<file path="config.mk">
export PLATFORM = sky130hd
export DESIGN_NAME = trag_cfg
export DESIGN_NICKNAME = d
export VERILOG_FILES = /design/src/trag_pkg.sv /design/src/trag_cfg.sv
export SDC_FILE = /design/constraint.sdc
export NUM_CORES = 1
export LEC_CHECK = 0
export ABC_AREA = 1
export BUFFER_PORTS_ARGS = -buffer_cell sky130_fd_sc_hd__buf_2
export CAP_MARGIN = 20
export CORE_MARGIN = 8
export CORE_UTILIZATION = 50
export DETAILED_ROUTE_END_ITERATION = 12
export PLACE_DENSITY_LB_ADDON = 0.2
export SYNTH_ARGS = -nofsm -noshare
export SYNTH_HDL_FRONTEND = slang
export SYNTH_SLANG_ARGS = --single-unit
</file>
<file path="constraint.sdc">
create_clock -name clk -period 6.01 [get_ports clk]
set_input_delay 0.3005 -clock clk [delete_from_list [all_inputs] [get_ports clk]]
set_output_delay 0.3005 -clock clk [all_outputs]
set_load 0.01 [all_outputs]
</file>
<file path="src/trag_pkg.sv">
// ----------------------------------------------------------------------------
// Tensor roll address generator package
// Shared widths, register indexes, configuration types and helpers.
// ----------------------------------------------------------------------------
package trag_pkg;

  localparam int DEF_MAX_DIMS    = 4;
  localparam int DEF_INDEX_BITS  = 32;
  localparam int DEF_VALUE_BITS  = 64;

  localparam int PACKED_DIMS     = 4;
  localparam int PACKED_IDX_BITS = 2;
  localparam int DIM_BITS        = 16;
  localparam int STRIDE_BITS     = 32;
  localparam int STEP_BITS       = 5;
  localparam int TOTAL_BITS      = 32;
  localparam int DEST_KEEP_BITS  = 32;
  localparam int ACTIVE_BITS     = 3;
  localparam int CFG_INDEX_BITS  = 3;
  localparam int CFG_DATA_BITS   = 64;

  localparam logic [CFG_INDEX_BITS-1:0] REG_ACTIVE_DIMS     = 3'd0;
  localparam logic [CFG_INDEX_BITS-1:0] REG_TOTAL_ELEMENTS  = 3'd1;
  localparam logic [CFG_INDEX_BITS-1:0] REG_DIM_SIZES       = 3'd2;
  localparam logic [CFG_INDEX_BITS-1:0] REG_THRESHOLDS      = 3'd3;
  localparam logic [CFG_INDEX_BITS-1:0] REG_DIM_RANGE_ZERO  = 3'd4;
  localparam logic [CFG_INDEX_BITS-1:0] REG_DIM_RANGE_ONE   = 3'd5;
  localparam logic [CFG_INDEX_BITS-1:0] REG_DIM_RANGE_TWO   = 3'd6;
  localparam logic [CFG_INDEX_BITS-1:0] REG_DIM_RANGE_THREE = 3'd7;

  typedef enum logic [2:0] {
    CFG_IDLE,
    CFG_LOAD_STRIDE,
    CFG_STRIDE,
    CFG_LOAD_THRESH,
    CFG_THRESH
  } cfg_state_t;

  typedef struct packed {
    logic [STRIDE_BITS-1:0] stride;
    logic [DIM_BITS-1:0]    size;
    logic [DIM_BITS-1:0]    shift;
    logic                   used;
  } lane_cfg_t;

  function automatic int lane_latency(input int index_bits);
    return 2 * index_bits + 2;
  endfunction

endpackage

</file>
<file path="src/trag_cfg.sv">
// ----------------------------------------------------------------------------
// Tensor roll configuration
// Register file and a sequential divider that derives stride and roll shift
// for each dimension after every register write.
// ----------------------------------------------------------------------------
module trag_cfg #(
  parameter int LANES = trag_pkg::PACKED_DIMS
) (
  input  logic                                  clk,
  input  logic                                  rst,
  input  logic                                  cfg_valid,
  output logic                                  cfg_ready,
  input  logic [trag_pkg::CFG_INDEX_BITS-1:0]   cfg_index,
  input  logic [trag_pkg::CFG_DATA_BITS-1:0]    cfg_data,
  output logic [trag_pkg::TOTAL_BITS-1:0]       total_elements,
  output trag_pkg::lane_cfg_t                   lane_cfg [LANES],
  output logic                                  busy
);

  localparam int DW = (LANES > 1) ? $clog2(LANES) : 1;
  localparam int DB = trag_pkg::DIM_BITS;
  localparam int SB = trag_pkg::STRIDE_BITS;
  localparam logic [trag_pkg::STEP_BITS-1:0] LAST_STEP = trag_pkg::STEP_BITS'(SB - 1);

  logic [trag_pkg::ACTIVE_BITS-1:0] active_dims;
  logic [trag_pkg::CFG_DATA_BITS-1:0] dim_sizes;
  logic [trag_pkg::CFG_DATA_BITS-1:0] thresholds;
  logic [SB-1:0] dim_ranges [trag_pkg::PACKED_DIMS];
  logic [DB-1:0] size_f [trag_pkg::PACKED_DIMS];
  logic [DB-1:0] thr_f [trag_pkg::PACKED_DIMS];

  trag_pkg::cfg_state_t state, state_next;
  logic [DW-1:0] dim;
  logic [trag_pkg::STEP_BITS-1:0] step;
  logic [DB-1:0] rem, rem_next;
  logic [SB-1:0] quo, quo_next;
  logic [SB-1:0] dvd;
  logic [SB-1:0] stride [LANES];
  logic [DB-1:0] shift [LANES];

  logic wr;
  logic [DB-1:0] div_size;
  logic [DB:0] trial;
  logic ge;
  logic last;

  assign wr = cfg_valid && cfg_ready;

  for (genvar p = 0; p < trag_pkg::PACKED_DIMS; p++) begin : g_fields
    assign size_f[p] = dim_sizes[p*DB +: DB];
    assign thr_f[p]  = thresholds[p*DB +: DB];
  end

  assign div_size = size_f[trag_pkg::PACKED_IDX_BITS'(dim)];
  assign trial    = {rem, dvd[SB-1]};
  assign ge       = trial >= {1'b0, div_size};
  assign rem_next = ge ? DB'(trial - {1'b0, div_size}) : trial[DB-1:0];
  assign quo_next = {quo[SB-2:0], ge};
  assign last     = step == LAST_STEP;

  always_ff @(posedge clk) begin
    if (rst) begin
      active_dims    <= trag_pkg::ACTIVE_BITS'(1);
      total_elements <= '0;
      dim_sizes      <= '0;
      thresholds     <= '0;
      for (int p = 0; p < trag_pkg::PACKED_DIMS; p++) begin
        dim_ranges[p] <= '0;
      end
    end else if (wr) begin
      unique case (cfg_index)
        trag_pkg::REG_ACTIVE_DIMS:     active_dims <= cfg_data[trag_pkg::ACTIVE_BITS-1:0];
        trag_pkg::REG_TOTAL_ELEMENTS:  total_elements <= cfg_data[trag_pkg::TOTAL_BITS-1:0];
        trag_pkg::REG_DIM_SIZES:       dim_sizes <= cfg_data;
        trag_pkg::REG_THRESHOLDS:      thresholds <= cfg_data;
        trag_pkg::REG_DIM_RANGE_ZERO:  dim_ranges[0] <= cfg_data[SB-1:0];
        trag_pkg::REG_DIM_RANGE_ONE:   dim_ranges[1] <= cfg_data[SB-1:0];
        trag_pkg::REG_DIM_RANGE_TWO:   dim_ranges[2] <= cfg_data[SB-1:0];
        trag_pkg::REG_DIM_RANGE_THREE: dim_ranges[3] <= cfg_data[SB-1:0];
      endcase
    end
  end

  always_comb begin
    state_next = state;
    if (wr) begin
      state_next = trag_pkg::CFG_LOAD_STRIDE;
    end else begin
      unique case (state)
        trag_pkg::CFG_IDLE:        state_next = trag_pkg::CFG_IDLE;
        trag_pkg::CFG_LOAD_STRIDE: state_next = trag_pkg::CFG_STRIDE;
        trag_pkg::CFG_STRIDE: begin
          if (last) state_next = trag_pkg::CFG_LOAD_THRESH;
        end
        trag_pkg::CFG_LOAD_THRESH: state_next = trag_pkg::CFG_THRESH;
        trag_pkg::CFG_THRESH: begin
          if (last) begin
            state_next = (dim == DW'(LANES - 1)) ? trag_pkg::CFG_IDLE
                                                 : trag_pkg::CFG_LOAD_STRIDE;
          end
        end
        default: state_next = trag_pkg::CFG_IDLE;
      endcase
    end
  end

  always_ff @(posedge clk) begin
    if (rst) begin
      state <= trag_pkg::CFG_IDLE;
      dim   <= '0;
    end else begin
      state <= state_next;
      if (wr) begin
        dim <= '0;
      end else if (state == trag_pkg::CFG_THRESH && last) begin
        dim <= DW'(dim + 1'b1);
      end
    end
  end

  always_ff @(posedge clk) begin
    unique case (state)
      trag_pkg::CFG_LOAD_STRIDE: begin
        dvd  <= dim_ranges[trag_pkg::PACKED_IDX_BITS'(dim)];
        rem  <= '0;
        quo  <= '0;
        step <= '0;
      end
      trag_pkg::CFG_LOAD_THRESH: begin
        dvd  <= SB'(thr_f[trag_pkg::PACKED_IDX_BITS'(dim)]);
        rem  <= '0;
        quo  <= '0;
        step <= '0;
      end
      trag_pkg::CFG_STRIDE, trag_pkg::CFG_THRESH: begin
        dvd  <= {dvd[SB-2:0], 1'b0};
        rem  <= rem_next;
        quo  <= quo_next;
        step <= trag_pkg::STEP_BITS'(step + 1'b1);
        if (last && state == trag_pkg::CFG_STRIDE) begin
          stride[dim] <= quo_next;
        end
        if (last && state == trag_pkg::CFG_THRESH) begin
          shift[dim] <= (rem_next == '0) ? '0 : DB'(div_size - rem_next);
        end
      end
      default: begin
      end
    endcase
  end

  always_comb begin
    busy      = state != trag_pkg::CFG_IDLE;
    cfg_ready = 1'b1;
    for (int d = 0; d < LANES; d++) begin
      lane_cfg[d].stride = stride[d];
      lane_cfg[d].size   = size_f[d];
      lane_cfg[d].shift  = shift[d];
      lane_cfg[d].used   = ({1'b0, active_dims} > 4'(d)) && (size_f[d] != '0)
                           && (stride[d] != '0);
    end
  end

endmodule

</file>
* Word-level counts from Yosys, hierarchy flattened
Memory sizes are Yosys's and may differ from the RTL's. A register that Yosys moved wholly into a read port is not among the register bits. Cells that the tools add are included.
Operators by class: bitwise operators 5, eq/ne operators 17, mux-type cells 47, reduce and logical (&&, ||, !) cells 32, $lt $le $gt $ge 6, add/subtract/negate cells 4
Operators by type and width (count):
- two-way mux 32 bit | 4
- nonzero test 32 bit | 4
- two-way mux 16 bit | 6
- one-hot mux 32 bit (3 select lines) | 1
- binary-select mux 16 bit (select 2 bit) | 2
- nonzero test 16 bit | 4
- one-hot mux 31 bit (2 select lines) | 1
- one-hot mux 16 bit (2 select lines) | 1
- subtractor 16 bit | 2
- two-way mux 1 bit | 26
- >= comparator 17 x 16 -> 1 bit | 1
- logical NOT 16 bit | 1
- equality test 3 bit, second input constant | 5
- equality test 3 x 2 -> 1 bit, second input constant | 4
- one-hot mux 3 bit (4 select lines) | 1
- AND reduction 2 bit | 6
- logical AND 1 bit | 10
- one-hot mux 5 bit (2 select lines) | 1
- equality test 3 x 1 -> 1 bit, second input constant | 2
- > comparator 3 x 1 -> 1 bit, second input constant | 2
- > comparator 3 x 2 -> 1 bit, second input constant | 2
- two-way mux 3 bit | 2
- inequality test 3 bit, second input constant | 2
- nonzero test 3 bit | 2
- other kinds (12) | 19
Storage, ports and cells: register bits 252, word-level logic and storage cells 125, memories kept 3, RAM bits 320, output and inout bits 294, input bits 70
Memory list:
- dim_ranges | words 4, bits a word 32, rd ports 1, clocked after Yosys merged registers in 1, wr ports 4, RTL line trag_cfg.sv:28 | logic [SB-1:0] dim_ranges [trag_pkg::PACKED_DIMS];
- stride | words 4, bits a word 32, rd ports 4, clocked after Yosys merged registers in 0, wr ports 1, RTL line trag_cfg.sv:38 | logic [SB-1:0] stride [LANES];
- shift | words 4, bits a word 16, rd ports 4, clocked after Yosys merged registers in 0, wr ports 1, RTL line trag_cfg.sv:39 | logic [DB-1:0] shift [LANES];

* Logic depth before layout (Yosys ltp)
Gate-level depths: netlist of the first run.
depth after elaboration 8, gate-level depth with buffers 30, gate-level depth less buffers 27

* Worst setup path after synthesis of the first run
No wires, ideal clock.
kind reg-to-reg, from reg dim[0], to mem shift[0][13] in the netlist's numbering (data pin), path buffers 5, arrival time 4.010 ns, path slack 1.740 ns, period minus slack after synthesis 4.270 ns, setup time 0.260 ns, cell stages (with the launch flop) 29, required time 5.750 ns, cell sequence dfxtp_1 > buf_2 > clkbuf_1 > clkbuf_1 > clkbuf_1 > nand2_1 > a32oi_1 > inv_1 > ha_1 > nand2_1 > inv_1 > nand2_1 > nor3_2 > nor2_4 > nand2_4 > buf_8 > inv_2 > nor2_1 > a22oi_2 > ha_1 > inv_1 > nor2_1 > nand2_1 > inv_1 > nand2_1 > nand2_1 > nor2_1 > nor2_1 > nor2_1
Between the ends: longest elaborated chain between the ends 8, elaborated cells on any way between the ends 10, classes of those cells add/sub (2); order compare (1); mux (5); bitwise (1); reduce/logical (1)
Ends and longest elaborated chain:
- start, declared | RTL line trag_cfg.sv:33 | logic [DW-1:0] dim;
- start signal, assigned | RTL line trag_cfg.sv:116 | dim <= DW'(dim + 1'b1);
- NOT 2 -> 3 bit (not written as such) * | RTL line trag_cfg.sv:54 | assign div_size = size_f[trag_pkg::PACKED_IDX_BITS'(dim)];
- binary-select mux 16 bit (select 2 bit) * | RTL line trag_cfg.sv:54
- two-way mux 16 bit (not written as such) * (2 in series) | RTL line trag_cfg.sv:54
- subtractor 16 bit / >= comparator 17 x 16 -> 1 bit (equally long branches) | RTL line trag_cfg.sv:57, trag_cfg.sv:56
- two-way mux 16 bit | RTL line trag_cfg.sv:57 | assign rem_next = ge ? DB'(trial - {1'b0, div_size}) : trial[DB-1:0];
- subtractor 16 bit / logical NOT 16 bit (equally long branches) | RTL line trag_cfg.sv:144 | shift[dim] <= (rem_next == '0) ? '0 : DB'(div_size - rem_next);
- two-way mux 16 bit * | RTL line trag_cfg.sv:144
- end, declared | RTL line trag_cfg.sv:39
Mark *: on every way between the ends. The rest lies on a longest branch, timed or not. The select of a mux whose other input is x is not followed.

* Worst setup path in the final report of the first run
from reg dim[0], to mem shift[0][15] in the netlist's numbering (data pin)
Same word-level chain as after synthesis.

==> results of run 1 <==
power by group through the flow:
stage	clock, uW	combinational, uW	sequential, uW
after CTS	3840	736	4490
after floorplan	0	447	4550
after global placement	0	707	4560
after detailed placement	0	714	4570
final	3800	740	4490
after global routing	3980	817	4500
critical path: stages, from the launching register on:
cell	delay, ns
sky130_fd_sc_hd__dfxtp_2	0.49
sky130_fd_sc_hd__buf_4	0.47
sky130_fd_sc_hd__nand2_1	0.11
sky130_fd_sc_hd__a32oi_1	0.47
sky130_fd_sc_hd__inv_1	0.12
sky130_fd_sc_hd__ha_1	0.38
sky130_fd_sc_hd__a21oi_1	0.24
sky130_fd_sc_hd__nor2_1	0.07
sky130_fd_sc_hd__nor2_1	0.08
sky130_fd_sc_hd__nand2_1	0.09
sky130_fd_sc_hd__nor2_4	0.34
sky130_fd_sc_hd__nand2_4	0.31
sky130_fd_sc_hd__o21ai_1	0.43
sky130_fd_sc_hd__ha_1	0.35
sky130_fd_sc_hd__nand3_1	0.11
sky130_fd_sc_hd__nand2_1	0.11
sky130_fd_sc_hd__inv_1	0.07
sky130_fd_sc_hd__o21ai_1	0.09
sky130_fd_sc_hd__a21oi_1	0.18
sky130_fd_sc_hd__a21oi_1	0.09
sky130_fd_sc_hd__nor2_1	0.26
per-stage QoR:
stage          worst slack, ns  total power (uW)  area (sq um)  std cells
2_1_floorplan             1.74              4990         24100       2398
3_3_place_gp              1.05              5270         26500       3280
3_5_place_dp             0.992              5280         26500       3281
4_1_cts                  0.948              9060         28900       3424
5_1_grt                  0.480              9300         28900       3426
6_report                 0.907              9030         28900       3426
path summary, 6_finish.rpt:
path                          to  cells past startpoint
setup / recovery    shift[0][15]                     20
hold / removal    thresholds[34]                      3
setup reg to reg    shift[0][15]                     20
hold reg to reg   thresholds[36]                      2
flip-flops by register name, summed over array words and instances, names as in the netlist, named ones only:
name and count:
active_dims 3, dim 2, dim_ranges 128, dim_sizes 64, dvd 32, quo 31
rem 16, shift 64, state 3, step 5, stride 128, thresholds 64
total_elements 32
placed cells by master, fill, tap and decap left out, types with 29 or more instances in the layout:
master	synthesis	layout
sky130_fd_sc_hd__dlygate4sd3_1	0	33
sky130_fd_sc_hd__ha_1	29	29
sky130_fd_sc_hd__clkbuf_16	0	60
sky130_fd_sc_hd__o21ai_0	239	235
sky130_fd_sc_hd__inv_1	224	222
sky130_fd_sc_hd__nand2_1	304	303
sky130_fd_sc_hd__edfxtp_1	404	404
sky130_fd_sc_hd__buf_2	4	362
sky130_fd_sc_hd__nor4_1	48	48
sky130_fd_sc_hd__a21oi_1	177	177
sky130_fd_sc_hd__nor2_1	417	408
sky130_fd_sc_hd__dfxtp_1	170	168
sky130_fd_sc_hd__nand3_1	106	103
layer usage:
metal | track usage | wire (um) | part of all wire
met1 | 0.395 | 34100 | 0.42
met2 | 0.433 | 35900 | 0.45
met3 | 0.0779 | 8560 | 0.11
met4 | 0.0580 | 1600 | 0.020
met5 | 0 | 80 | 0.0010
cells by family after synthesis:
kind of cell	count (synthesis)	share of synthesized area
mux	1	0.000571
xor+xnor	13	0.00472
other cells	1	0.000156
buf+inv	352	0.0566
simple gates	937	0.166
flops	574	0.644
compound gates	489	0.111
fa+ha+maj	31	0.0167
area by class of cell:
| cell class | count | area share |
|---|---|---|
| clock inverter | 33 | 0.0124 |
| tap | 615 | 0.0266 |
| antenna | 1 | 0.0000865 |
| multi-input combinational | 1472 | 0.253 |
| clock buffer | 77 | 0.0583 |
| sequential | 574 | 0.537 |
| timing repair buffer | 422 | 0.0825 |
| inverter | 232 | 0.0302 |
timing repair:
action | in CTS | in global routing
hold buffers | 33 | 0
buffers inserted | 0 | 0
hold endpoints to repair | 61 | 0
==> flow_summary.html, run 1 <==
<table>
<tr><th>Metric</th><th>Value</th></tr>
<tr><th colspan="2">Setup path</th></tr>
<tr><td>FF-to-FF Start</td><td>dim[0]</td></tr>
<tr><td>Required time of the critical path</td><td>6.42 ns</td></tr>
<tr><td>Critical path startpoint category</td><td>flop</td></tr>
<tr><td>Arrival @ worst endpoint</td><td>5.52 ns</td></tr>
<tr><td>Sort of element at the end of the critical path</td><td>flop</td></tr>
<tr><td>Largest fanout on the critical path</td><td>47</td></tr>
<tr><td>Startpoint of the most critical setup path</td><td>dim[0]</td></tr>
<tr><td>CP Class</td><td>flop to flop</td></tr>
<tr><td>Worst setup slack for register-to-register paths</td><td>0.91 ns</td></tr>
<tr><th colspan="2">Global route</th></tr>
<tr><td>All-Layer GR Usage</td><td>0.281</td></tr>
<tr><td>Vias in the first global route</td><td>18600</td></tr>
<tr><td>Maximum number of pins on one net before global-route repair</td><td>130</td></tr>
<tr><td>Number of antenna violations at the first check in global routing</td><td>9</td></tr>
<tr><td>First-pass GRT wire length</td><td>120 mm</td></tr>
<tr><td>Overall overflow remaining after global route</td><td>0</td></tr>
<tr><th colspan="2">Placement</th></tr>
<tr><td>Port Buffer Count</td><td>362</td></tr>
<tr><td>Sum of net half-perimeters after detailed placement</td><td>56.7 mm</td></tr>
<tr><td>Last weighted congestion value of the routability-driven placer</td><td>0.936</td></tr>
<tr><th colspan="2">Flow run</th></tr>
<tr><td>Number of maximum-capacitance violations</td><td>0</td></tr>
<tr><th colspan="2">Synthesis</th></tr>
<tr><td>Flop and latch count out of synthesis</td><td>574</td></tr>
<tr><td>Post-synth top flop</td><td>sky130_fd_sc_hd__edfxtp_1</td></tr>
<tr><td>Sequential element share of the synthesized area</td><td>0.644</td></tr>
<tr><td>Yosys Warn Count</td><td>0</td></tr>
<tr><td>Netlist area before placement</td><td>24100 sq um</td></tr>
<tr><td>Most instantiated library cell after synthesis</td><td>sky130_fd_sc_hd__nor2_1</td></tr>
<tr><td>Mean instance size in the synthesized netlist</td><td>10.1 sq um</td></tr>
<tr><td>Asr flop ratio synth</td><td>0</td></tr>
<tr><td>Number of distinct standard cells referenced by the synthesized netlist</td><td>53</td></tr>
<tr><td>Synthesized net count</td><td>2499</td></tr>
<tr><td>Post-Synthesis Cells</td><td>2398</td></tr>
<tr><td>Leading cell types by total area after synthesis</td><td>sky130_fd_sc_hd__edfxtp_1 (50%), sky130_fd_sc_hd__dfxtp_1 (14%), sky130_fd_sc_hd__nor2_1 (6.5%), sky130_fd_sc_hd__o21ai_0 (5.0%), sky130_fd_sc_hd__nand2_1 (4.7%)</td></tr>
<tr><td>Top-area cell type share of the netlist area</td><td>0.503</td></tr>
<tr><td>Dominant cell type by area after synthesis</td><td>sky130_fd_sc_hd__edfxtp_1</td></tr>
<tr><td>Post-synth EDFFs</td><td>404</td></tr>
<tr><td>Most numerous cell types in the synthesized netlist</td><td>sky130_fd_sc_hd__nor2_1 (417), sky130_fd_sc_hd__edfxtp_1 (404), sky130_fd_sc_hd__nand2_1 (304)</td></tr>
<tr><th colspan="2">Power and ir drop</th></tr>
<tr><td>Share of power burned in registers</td><td>0.497</td></tr>
<tr><td>Internal portion of total power</td><td>6830 uW</td></tr>
<tr><td>Switching power total</td><td>2200 uW</td></tr>
<tr><td>Peak supply drop</td><td>0.292 mV</td></tr>
<tr><td>Switching Fraction</td><td>0.244</td></tr>
<tr><td>Logic gate share of total power</td><td>0.082</td></tr>
<tr><td>Power share of the clock group</td><td>0.421</td></tr>
<tr><td>Reported leakage power</td><td>0.0121 uW</td></tr>
<tr><td>Power density cells</td><td>312 nW/um^2</td></tr>
<tr><th colspan="2">STA</th></tr>
<tr><td>Total of endpoints with negative setup slack in the final report</td><td>0</td></tr>
<tr><td>Maximum clock frequency</td><td>196 MHz</td></tr>
<tr><td>Pin slew with the least headroom to its limit</td><td>1.10 ns</td></tr>
<tr><td>Worst hold slack</td><td>0.0399 ns</td></tr>
<tr><td>Worst slew margin relative to its limit</td><td>0.262</td></tr>
<tr><td>Hold Violations, Final</td><td>0</td></tr>
<tr><td>RSZ-0062 raised after global routing</td><td>no</td></tr>
<tr><td>Skew final</td><td>0.0397 ns</td></tr>
<tr><td>Clock period minus worst slack</td><td>5.10 ns</td></tr>
<tr><td>Setup TNS</td><td>0 ns</td></tr>
<tr><td>Share of the clock period used by the worst path after layout</td><td>0.849</td></tr>
<tr><td>Max-slew violation total from the final report</td><td>0</td></tr>
<tr><th colspan="2">Final layout</th></tr>
<tr><td>Fill cell count</td><td>3981</td></tr>
<tr><td>Fraction of layout instances using a drive strength above 1</td><td>0.197</td></tr>
<tr><td>Sequential cell area</td><td>15500 sq um</td></tr>
<tr><td>Final standard cell utilization of the core</td><td>0.607</td></tr>
<tr><td>Area used by multi-input combinational logic</td><td>7310 sq um</td></tr>
<tr><td>Nets@finish</td><td>2861</td></tr>
<tr><td>Layout overhead on the synthesized area</td><td>20.0%</td></tr>
<tr><th colspan="2">Hold path</th></tr>
<tr><td>Type of the worst min-delay path</td><td>input pin to flop</td></tr>
<tr><td>Hold path startpoint</td><td>cfg_data[34]</td></tr>
<tr><th colspan="2">Clock tree</th></tr>
<tr><td>Clock transition at path regs</td><td>0.06 ns</td></tr>
<tr><td>Clk Tree Root Cell</td><td>sky130_fd_sc_hd__clkbuf_16</td></tr>
<tr><td>Worst-skew pair later-pin latency</td><td>0.64 ns</td></tr>
<tr><td>CTS tree</td><td>yes</td></tr>
<tr><td>Cts bufs inserted</td><td>58</td></tr>
<tr><td>Maximum buffer depth of the clock tree</td><td>3</td></tr>
<tr><td>Total number of H-tree levels</td><td>2</td></tr>
<tr><td>Sinks on Clock Net</td><td>574</td></tr>
<tr><td>Count of cells resized by post-cts repair</td><td>0</td></tr>
<tr><th colspan="2">Detailed routing</th></tr>
<tr><td>Aggregate routed wire length</td><td>80.2 mm</td></tr>
<tr><td>Avg Vias per Cell</td><td>5.66</td></tr>
<tr><td>Detailed-route wire length per cell</td><td>23.4 um</td></tr>
<tr><td>Vias</td><td>19400</td></tr>
<tr><td>Post-route DRC</td><td>0</td></tr>
<tr><td>Number of iterations in the first detailed-routing pass</td><td>5</td></tr>
<tr><td>Post-route antenna net violation count</td><td>0</td></tr>
<tr><td>Iteration-0 DRC Markers</td><td>2239</td></tr>
<tr><th colspan="2">Floorplan</th></tr>
<tr><td>Effective utilization at floorplan</td><td>0.506</td></tr>
<tr><td>Num ports</td><td>364</td></tr>
<tr><td>Placeable Area</td><td>47600 sq um</td></tr>
<tr><td>Standard-cell rows</td><td>80</td></tr>
<tr><td>Die ar.</td><td>55500 sq um</td></tr>
<tr><td>Height of the chip</td><td>236 um</td></tr>
<tr><td>Die W</td><td>236 um</td></tr>
<tr><th colspan="2">Status</th></tr>
<tr><td>Status</td><td>completed</td></tr>
</table>
Power figures use the tool's default switching activity.
==> run 2: changes to the inputs <==
Clock period 6.01 ns to 5.1 ns, I/O delays scaled along.
==> run 2 against run 1 <==
  * Critical path depth fell by 2
  * Total power grew 16%
  * Wire length rose by 2.4%
  * First-iteration DRC count decreased by 2.9%
  * Maximum frequency up 10%
  * Via count increased by 1.1%
  * Critical endpoint unchanged
  * Largest power group unchanged
==> flow_summary.html, run 2 (synthesized netlist as in run 1, its figures left out) <==
<table>
<tr><th>Metric</th><th>Value</th></tr>
<tr><th colspan="2">Status</th></tr>
<tr><td>Status</td><td>completed</td></tr>
<tr><th colspan="2">Floorplan</th></tr>
<tr><td>Die W</td><td>236 um</td></tr>
<tr><td>Num ports</td><td>364</td></tr>
<tr><td>Effective utilization at floorplan</td><td>0.506</td></tr>
<tr><td>Placeable Area</td><td>47600 sq um</td></tr>
<tr><td>Height of the chip</td><td>236 um</td></tr>
<tr><td>Standard-cell rows</td><td>80</td></tr>
<tr><td>Die ar.</td><td>55500 sq um</td></tr>
<tr><th colspan="2">Final layout</th></tr>
<tr><td>Registers with the most flip-flops</td><td>dim_ranges x128, stride x128</td></tr>
<tr><td>Nets@finish</td><td>2878</td></tr>
<tr><td>Final standard cell utilization of the core</td><td>0.607</td></tr>
<tr><td>Fraction of layout instances using a drive strength above 1</td><td>0.196</td></tr>
<tr><td>Layout overhead on the synthesized area</td><td>20.0%</td></tr>
<tr><td>Commonest cells after routing, fill and taps aside</td><td>sky130_fd_sc_hd__nor2_1 (408), sky130_fd_sc_hd__edfxtp_1 (404), sky130_fd_sc_hd__buf_2 (362), sky130_fd_sc_hd__nand2_1 (303), sky130_fd_sc_hd__o21ai_0 (235)</td></tr>
<tr><td>Most common cell after layout, fill and taps aside</td><td>sky130_fd_sc_hd__nor2_1</td></tr>
<tr><th colspan="2">Hold path</th></tr>
<tr><td>Number of cells traversed by the worst hold path</td><td>3</td></tr>
<tr><td>Type of the worst min-delay path</td><td>input pin to flop</td></tr>
<tr><th colspan="2">Clock tree</th></tr>
<tr><td>Worst-skew pair later-pin latency</td><td>0.63 ns</td></tr>
<tr><td>CTS tree</td><td>yes</td></tr>
<tr><td>Setup bufs post-CTS</td><td>0</td></tr>
<tr><td>Total number of H-tree levels</td><td>2</td></tr>
<tr><td>Clk Tree Root Cell</td><td>sky130_fd_sc_hd__clkbuf_16</td></tr>
<tr><td>Sinks on Clock Net</td><td>574</td></tr>
<tr><td>Clock transition at path regs</td><td>0.06 ns</td></tr>
<tr><td>Cts bufs inserted</td><td>58</td></tr>
<tr><td>Maximum buffer depth of the clock tree</td><td>3</td></tr>
<tr><th colspan="2">Power and ir drop</th></tr>
<tr><td>Logic gate share of total power</td><td>0.086</td></tr>
<tr><td>Power share of the clock group</td><td>0.409</td></tr>
<tr><td>Power density cells</td><td>362 nW/um^2</td></tr>
<tr><td>Reported leakage power</td><td>0.0122 uW</td></tr>
<tr><td>Switching power total</td><td>2560 uW</td></tr>
<tr><td>Internal portion of total power</td><td>7920 uW</td></tr>
<tr><td>Share of power burned in registers</td><td>0.504</td></tr>
<tr><td>Switching Fraction</td><td>0.245</td></tr>
<tr><td>Peak supply drop</td><td>0.365 mV</td></tr>
<tr><th colspan="2">Setup path</th></tr>
<tr><td>Slowest stage delay, CP</td><td>0.53 ns</td></tr>
<tr><td>Cell with the largest stage delay on the worst path</td><td>sky130_fd_sc_hd__xor2_1</td></tr>
<tr><td>CP Class</td><td>flop to flop</td></tr>
<tr><td>Sort of element at the end of the critical path</td><td>flop</td></tr>
<tr><td>Arrival @ worst endpoint</td><td>4.98 ns</td></tr>
<tr><td>Reg2reg path depth</td><td>18</td></tr>
<tr><td>Critical path startpoint category</td><td>flop</td></tr>
<tr><td>Required time of the critical path</td><td>5.46 ns</td></tr>
<tr><td>Largest fanout on the critical path</td><td>49</td></tr>
<tr><td>Cell-by-cell trace of the critical path</td><td>inv_4 -&gt; a21oi_1 -&gt; a32oi_1 -&gt; inv_1 -&gt; ha_1 -&gt; a21oi_1 -&gt; nor2_1 -&gt; nor2_1 -&gt; nand2_1 -&gt; nor2_4 -&gt; nand2_4 -&gt; buf_4 -&gt; o21ai_0 -&gt; buf_4 -&gt; xor2_1 -&gt; nand3_1 -&gt; nand2_1 -&gt; nor2_1</td></tr>
<tr><td>Most common cell type on the critical path</td><td>sky130_fd_sc_hd__nor2_1</td></tr>
<tr><th colspan="2">Detailed routing</th></tr>
<tr><td>Vias</td><td>19600</td></tr>
<tr><td>WL met2</td><td>36.6 mm</td></tr>
<tr><td>Detailed-route wire length per cell</td><td>23.8 um</td></tr>
<tr><td>Avg Vias per Cell</td><td>5.70</td></tr>
<tr><td>Post-route antenna net violation count</td><td>0</td></tr>
<tr><td>Number of iterations in the first detailed-routing pass</td><td>7</td></tr>
<tr><td>Met1 WL</td><td>34.1 mm</td></tr>
<tr><td>Total met3 wirelength after detailed routing</td><td>8.86 mm</td></tr>
<tr><td>Iteration-0 DRC Markers</td><td>2175</td></tr>
<tr><td>Top Layer Used</td><td>met5</td></tr>
<tr><td>Aggregate routed wire length</td><td>82.1 mm</td></tr>
<tr><td>Post-route DRC</td><td>0</td></tr>
<tr><th colspan="2">STA</th></tr>
<tr><td>Max-slew violation total from the final report</td><td>0</td></tr>
<tr><td>Setup TNS</td><td>0 ns</td></tr>
<tr><td>Worst slew margin relative to its limit</td><td>0.271</td></tr>
<tr><td>Total of endpoints with negative setup slack in the final report</td><td>0</td></tr>
<tr><td>Hold Violations, Final</td><td>0</td></tr>
<tr><td>Maximum clock frequency</td><td>216 MHz</td></tr>
<tr><td>RSZ-0062 raised after global routing</td><td>no</td></tr>
<tr><td>Clock period minus worst slack</td><td>4.62 ns</td></tr>
<tr><td>Skew final</td><td>0.0254 ns</td></tr>
<tr><td>Share of the clock period used by the worst path after layout</td><td>0.906</td></tr>
<tr><td>Setup ws final</td><td>0.479 ns</td></tr>
<tr><td>Pin slew with the least headroom to its limit</td><td>1.09 ns</td></tr>
<tr><th colspan="2">Global route</th></tr>
<tr><td>First-pass GRT wire length</td><td>122 mm</td></tr>
<tr><td>Overall overflow remaining after global route</td><td>0</td></tr>
<tr><td>Vias in the first global route</td><td>19100</td></tr>
<tr><td>All-Layer GR Usage</td><td>0.286</td></tr>
<tr><td>Maximum number of pins on one net before global-route repair</td><td>129</td></tr>
<tr><td>Number of antenna violations at the first check in global routing</td><td>4</td></tr>
<tr><th colspan="2">Placement</th></tr>
<tr><td>Sum of net half-perimeters after detailed placement</td><td>57.8 mm</td></tr>
<tr><td>Port Buffer Count</td><td>362</td></tr>
<tr><td>Worst setup slack after placement</td><td>0.347 ns</td></tr>
<tr><td>Last weighted congestion value of the routability-driven placer</td><td>0.978</td></tr>
<tr><th colspan="2">Flow run</th></tr>
<tr><td>Number of maximum-capacitance violations</td><td>0</td></tr>
</table>
## run 2: cell type report
class                   count  area (sq um)
diodes                      3          7.51
clock buffers              86          1730
clock inverters            22           190
fillers                  4018         18700
inverters                 232           877
multi-input cells        1472          7310
flip-flops and latches    574         15500
well taps                 615           769
repair buffers            439          2520
## run 2: layer usage
layer / vias up / track usage
met5: - / 0
met4: 6 / 0.0965
met3: 139 / 0.0826
met2: 1018 / 0.438
met1: 9472 / 0.387
li1: 8981 / -
## run 2: power by group through the flow
| stage | Sequential (uW) | Combinational [uW] | Clock (uW) |
|---|---|---|---|
| after floorplan | 5360 | 526 | 0 |
| after global routing | 5300 | 991 | 4500 |
| after CTS | 5280 | 891 | 4340 |
| after global placement | 5380 | 856 | 0 |
| final | 5290 | 905 | 4290 |
| after detailed placement | 5380 | 866 | 0 |
## run 2: per-stage QoR
step | std cells | total power (uW) | cell area [sq um] | hold WS (ns)
after CTS | 3438 | 10500 | 28900 | 0.00924
after global routing | 3440 | 10800 | 28900 | 0.0367
final | 3443 | 10500 | 28900 | 0.0179
after floorplan | 2398 | 5880 | 24100 | 0.385
after detailed placement | 3295 | 6250 | 26600 | 0.446
after global placement | 3295 | 6230 | 26600 | 0.434
## run 2: worst paths after layout
kind	from	to	slack (ns)
setup / recovery	dim[1]	shift[0][15]	0.48
hold / removal	cfg_data[15]	total_elements[15]	0.02
setup reg to reg	dim[1]	shift[0][15]	0.48
hold reg to reg	thresholds[38]	thresholds[38]	0.45
## run 2: what timing repair did
action,in CTS,in global routing
hold buffers,35,0
gates resized for setup,0,2
setup endpoints to repair,0,60
hold endpoints to repair,67,0
## run 2: worst max-delay path: cells and delay by family, from the launching register on
family / cells / cell delay, ns
and+or+nand+nor: 8 / 1.13
buffers and inverters: 4 / 1.02
AOI/OAI and AO/OA: 4 / 0.86
xor gates and xnor gates: 1 / 0.53
DFF: 1 / 0.42
adders and majority gates: 1 / 0.37
